**config.mk**
```make
export PLATFORM = sky130hd
export DESIGN_NAME = hcbp_packer
export DESIGN_NICKNAME = d
export VERILOG_FILES = /design/src/rtl/hcbp_pkg.sv /design/src/rtl/hcbp_packer.sv
export SDC_FILE = /design/constraint.sdc
export NUM_CORES = 1
export LEC_CHECK = 0
export CELL_PAD_IN_SITES_DETAIL_PLACEMENT = 0
export CELL_PAD_IN_SITES_GLOBAL_PLACEMENT = 1
export CORE_AREA = 2 2 101 142
export DETAILED_ROUTE_END_ITERATION = 12
export DIE_AREA = 0 0 103 144
export DONT_BUFFER_PORTS = 1
export PLACE_DENSITY = 0.83
export SKIP_CTS_REPAIR_TIMING = 1
export SYNTH_ARGS = -nofsm -noshare
export SYNTH_HDL_FRONTEND = slang
export SYNTH_SLANG_ARGS = --single-unit
```
**constraint.sdc**
```tcl
create_clock -name clk_i -period 4.3 [get_ports clk_i]
set_input_delay 0.645 -clock clk_i [delete_from_list [all_inputs] [get_ports clk_i]]
set_output_delay 0.645 -clock clk_i [all_outputs]
set_load 0.01 [all_outputs]
```
**src/rtl/hcbp_pkg.sv**
```systemverilog
// Shared request codes and channel payload types for the Huffman code bit packer.
package hcbp_pkg;

  localparam int unsigned ByteBits = 8;
  localparam int unsigned CodeW    = 32;
  localparam int unsigned LenW     = 6;
  localparam int unsigned SymW     = 8;

  typedef enum logic [1:0] {
    REQ_LOAD   = 2'd0,
    REQ_ENCODE = 2'd1,
    REQ_FLUSH  = 2'd2
  } req_e;

  typedef struct packed {
    logic [1:0]        req_type;
    logic [SymW-1:0]   symbol;
    logic [CodeW-1:0]  code_bits;
    logic [LenW-1:0]   code_length;
  } in_req_t;

  typedef struct packed {
    logic [ByteBits-1:0] out_byte;
    logic                last_in_run;
  } out_rsp_t;

  // Code table entry as seen by the packer; len is zero for a missing code.
  typedef struct packed {
    logic [CodeW-1:0] val;
    logic [LenW-1:0]  len;
  } tbl_rd_t;

  typedef struct packed {
    logic             we;
    logic             re;
    logic [SymW-1:0]  sym;
    logic [CodeW-1:0] val;
    logic [LenW-1:0]  len;
  } tbl_req_t;

endpackage

```
**src/rtl/hcbp_packer.sv**
```systemverilog
// Bit accumulator, pending byte state and output byte serializer.
module hcbp_packer import hcbp_pkg::*; (
  input  logic     clk_i,
  input  logic     rst_ni,
  input  logic     in_acc_i,
  input  req_e     req_type_i,
  input  tbl_rd_t  tbl_rd_i,
  output logic     busy_o,
  output logic     out_valid_o,
  input  logic     out_stall_i,
  output out_rsp_t out_rsp_o
);

  localparam int unsigned AccW = 7 + CodeW;

  logic       s1_valid_q, s1_valid_d;
  req_e       s1_type_q;
  logic [6:0] pend_q, pend_d;
  logic [2:0] cnt_q, cnt_d;

  logic        b_valid_q, b_valid_d;
  logic [31:0] b_word_q, b_word_d;
  logic [2:0]  b_cnt_q, b_cnt_d;

  logic [CodeW:0]   code_mask;
  logic [CodeW-1:0] code;
  logic [AccW-1:0]  acc;
  logic [AccW-1:0]  emitted;
  logic [5:0]       total;
  logic [2:0]       enc_nb;
  logic [2:0]       rem;
  logic [3:0]       flush_sh;
  logic [7:0]       flush_byte;
  logic [2:0]       nb;
  logic [31:0]      word;
  logic             out_acc;
  logic             b_free;
  logic             s1_adv;

  always_comb begin
    code_mask = ~({(CodeW+1){1'b1}} << tbl_rd_i.len);
    code      = tbl_rd_i.val & code_mask[CodeW-1:0];
    acc       = (AccW'(pend_q) << tbl_rd_i.len) | AccW'(code);
    total     = 6'({3'b000, cnt_q}) + tbl_rd_i.len;
    enc_nb    = total[5:3];
    rem       = total[2:0];
    emitted   = acc >> rem;
    flush_sh  = 4'd8 - {1'b0, cnt_q};
    flush_byte = 8'({1'b0, pend_q} << flush_sh);

    nb     = '0;
    word   = '0;
    pend_d = pend_q;
    cnt_d  = cnt_q;
    case (s1_type_q)
      REQ_ENCODE: begin
        nb     = enc_nb;
        word   = emitted[31:0] << (6'd32 - {enc_nb, 3'b000});
        pend_d = acc[6:0] & ~(7'h7F << rem);
        cnt_d  = rem;
      end
      REQ_FLUSH: begin
        nb     = (cnt_q != 3'd0) ? 3'd1 : 3'd0;
        word   = {flush_byte, 24'h000000};
        pend_d = '0;
        cnt_d  = '0;
      end
      default: begin
      end
    endcase
  end

  assign out_acc = b_valid_q && !out_stall_i;
  assign b_free  = !b_valid_q || (out_acc && (b_cnt_q == 3'd1));
  assign s1_adv  = s1_valid_q && ((nb == 3'd0) || b_free);
  assign busy_o  = s1_valid_q && !s1_adv;

  always_comb begin
    s1_valid_d = s1_valid_q;
    if (in_acc_i) begin
      s1_valid_d = 1'b1;
    end else if (s1_adv) begin
      s1_valid_d = 1'b0;
    end

    b_valid_d = b_valid_q;
    b_word_d  = b_word_q;
    b_cnt_d   = b_cnt_q;
    if (s1_adv && (nb != 3'd0)) begin
      b_valid_d = 1'b1;
      b_word_d  = word;
      b_cnt_d   = nb;
    end else if (out_acc) begin
      b_valid_d = (b_cnt_q != 3'd1);
      b_word_d  = {b_word_q[23:0], 8'h00};
      b_cnt_d   = b_cnt_q - 3'd1;
    end
  end

  always_ff @(posedge clk_i or negedge rst_ni) begin
    if (!rst_ni) begin
      s1_valid_q <= 1'b0;
      s1_type_q  <= REQ_LOAD;
      pend_q     <= '0;
      cnt_q      <= '0;
      b_valid_q  <= 1'b0;
      b_cnt_q    <= '0;
    end else begin
      s1_valid_q <= s1_valid_d;
      if (in_acc_i) begin
        s1_type_q <= req_type_i;
      end
      if (s1_adv) begin
        pend_q <= pend_d;
        cnt_q  <= cnt_d;
      end
      b_valid_q <= b_valid_d;
      b_cnt_q   <= b_cnt_d;
    end
  end

  always_ff @(posedge clk_i) begin
    b_word_q <= b_word_d;
  end

  assign out_valid_o           = b_valid_q;
  assign out_rsp_o.out_byte    = b_word_q[31:24];
  assign out_rsp_o.last_in_run = (b_cnt_q == 3'd1);

endmodule

```
==> impl_metrics.json <==
{
  "outcome": "completed",
  "place_ws_ps": 230.4,
  "clockBufferDepth": 2,
  "fin_util": 0.5009,
  "grt_max_degree": 58,
  "area_growth_pct": 2.918,
  "wl_um": 27210,
  "multi_input_area_mm2": 0.004771,
  "numClockSinks": 49,
  "grt_busiest_layer": "met2",
  "crit_type": "reg2reg",
  "dp.cells": 967,
  "gp_congestion": 1.107,
  "worst_pin_slew_ps": 1021,
  "die_height_um": 144,
  "power_switching_uw": 2962,
  "p_int_uw": 2275,
  "crit_arrival_ps": 3890,
  "setup_violations": 0,
  "final_nets": 844,
  "hp-class": "in2async",
  "cts_buffers": 5,
  "regArea_mm2": 0.001386,
  "grt_pass1_wl_um": 41030,
  "ioPinCount": 55,
  "dpl.hpwl_um": 20980,
  "met3_usage": 0.03625,
  "drt.antenna.violating_nets": 0,
  "drc": 0,
  "skew_ps": 7.251,
  "setup-tns-final_ps": 0,
  "ys_types": 106,
  "seqPwrFrac": 0.175,
  "final_layout_size_suffix_gt1_frac": 0.1253,
  "routed-via-count": 7267,
  "vdd_drop_max_mv": 0.3749,
  "crit_required_ps": 4350,
  "synth_edf_count": 32,
  "use_met1": 0.4424,
  "die-area_mm2": 0.01483,
  "maxSlewHeadroom": 0.3169,
  "syn_inst": 837,
  "rsz0062_at_grt": "false",
  "clockPowerShare": 0.087,
  "drt-initial-drc-count": 792,
  "viasPerCell": 7.453,
  "syn_area_per_cell_um2": 7.941,
  "drv_cap": 0,
  "grt_use_met2": 0.5957,
  "finalCriticalPeriod_ps": 3837,
  "sw_frac_of_total": 0.5656,
  "antenna_found_initial": 0,
  "syn-num-nets": 892,
  "initial_core_util": 0.4867,
  "fill_cells": 1408,
  "die_w_um": 103,
  "end_kind": "flop",
  "core.rowCount": 51,
  "power_density_mw_per_mm2": 765.6,
  "combPwrFrac": 0.738,
  "avgRoutedWirePerCell_um": 27.90,
  "crit_fanout": 7,
  "io_buffers": 0,
  "grt_pass1_vias": 6938,
  "finalHoldViolCount": 0,
  "synth_area_mm2": 0.006646,
  "cts_tree": "yes",
  "final_cells": 975,
  "period_share": 0.8923,
  "htreeDepth": 2,
  "core_region_area_mm2": 0.01366,
  "clkLatencyLatePin_ps": 300,
  "diodes": 0,
  "clkTransAtPathRegs_ps": 70,
  "max_freq_ghz": 0.2606,
  "synth-seq-area-share": 0.2086,
  "r2r_cells": 14,
  "overflow": 0,
  "yosys_warnings": 0,
  "timing.final.ws_setup_ps": 463.3,
  "synth_ff_type": "edfxtp_1",
  "fin_hold_ws_ps": 33.55,
  "grt_use_total": 0.3662,
  "ys_seq_elements": 49,
  "root_buffer": "clkbuf_16",
  "firstDrtPassIters": 8,
  "report.final.slew_viol_count": 0,
  "leakagePower_uw": 0.002463,
  "start_kind": "flop",
  "ys_async_sr_fraction": 0.3469
}
## sequential cells by signal, indices dropped and copies added, names as in the netlist
name and flops:
cnt_q 3, b_word_q 32, out_valid_o 1, s1_type_q 2, b_cnt_q 3, s1_valid_q 1
pend_q 7
## power by group through the flow
stage / Combinational, uW / Sequential [uW] / Clock, uW
floorplan: 2690 / 805 / 0
global placement: 3700 / 907 / 0
detailed placement: 3710 / 920 / 0
CTS: 3730 / 911 / 453
global route: 4080 / 932 / 477
finish: 3870 / 915 / 456
## placed cells by master, fill, tap and decap left out, types with 22 or more instances in the layout
cell      count
mux2i_1      22
nor2_1       65
a211oi_1     23
o21ai_0      48
nand3_1      33
buf_4        28
nor3_1       28
edfxtp_1     32
nand2_1      88
a21oi_1      43
## worst max-delay path: stages (launching register included)
cell,delay (ps)
dfrtp_1,390
ha_2,210
fa_2,430
a21oi_1,300
nor2_1,100
xnor2_1,270
ha_1,220
xor2_1,170
a21oi_1,70
o211ai_1,450
nand2b_1,330
nor3_1,150
nand3_1,150
o211ai_1,90
a211o_1,250
## synth_stat cells, drive strengths merged (11+ instances only)
cell type	n	area, um^2
a211oi	24	185.2
a21oi	46	241.5
a22oi	17	132.6
a31oi	11	68.82
and3	12	76.33
buf	51	344.1
clkbuf	32	120.1
dfrtp	17	425.4
edfxtp	32	960.9
inv	19	71.32
mux2	14	157.7
mux2i	23	234.0
nand2	88	330.3
nand3	33	165.2
nor2	67	261.5
nor3	29	156.4
o211ai	16	120.1
o21ai	60	304.1
o22ai	12	75.07
## final timing paths
kind	endpoint	slack [ps]	startpoint
worst max-delay path	b_word_q[28]	460	cnt_q[0]
max in group asynchronous	b_cnt_q[2]	4190	rst_ni
min in group clk_i	s1_type_q[0]	440	in_acc_i
worst min register to register	b_cnt_q[2]	540	b_cnt_q[2]
worst max register to register	b_word_q[28]	460	cnt_q[0]
worst min-delay path	cnt_q[2]	30	rst_ni
## stage by stage
stage | instance area, um^2 | total power (uW)
global route | 6840 | 5487
CTS | 6840 | 5091
floorplan | 6646 | 3500
detailed placement | 6674 | 4629
finish | 6840 | 5237
global placement | 6674 | 4610
## layer usage
layer,vias to the layer above,part of all wire
met1,3469,0.37
met5,-,0
met4,0,0.086
met3,139,0.072
met2,483,0.47
li1,3176,-
## area by class of cell
class	instances	area share
sequential	49	0.2027
timing repair buffer	28	0.03073
clock buffer	5	0.01829
inverter	20	0.01097
clock inverter	3	0.006036
tap	185	0.03384
multi-input combinational	685	0.6975
## cell families after synthesis
group | after synthesis | synth area share
flip-flops | 49 | 0.2086
adder cells (fa/ha/maj) | 11 | 0.02184
AND/OR/NAND/NOR | 302 | 0.2342
buffers and inverters | 103 | 0.08114
multiplexers | 44 | 0.08264
AO/OA/AOI/OAI | 321 | 0.3624
XOR/XNOR | 7 | 0.009225
No activity file was read; power rests on OpenSTA's default activity.
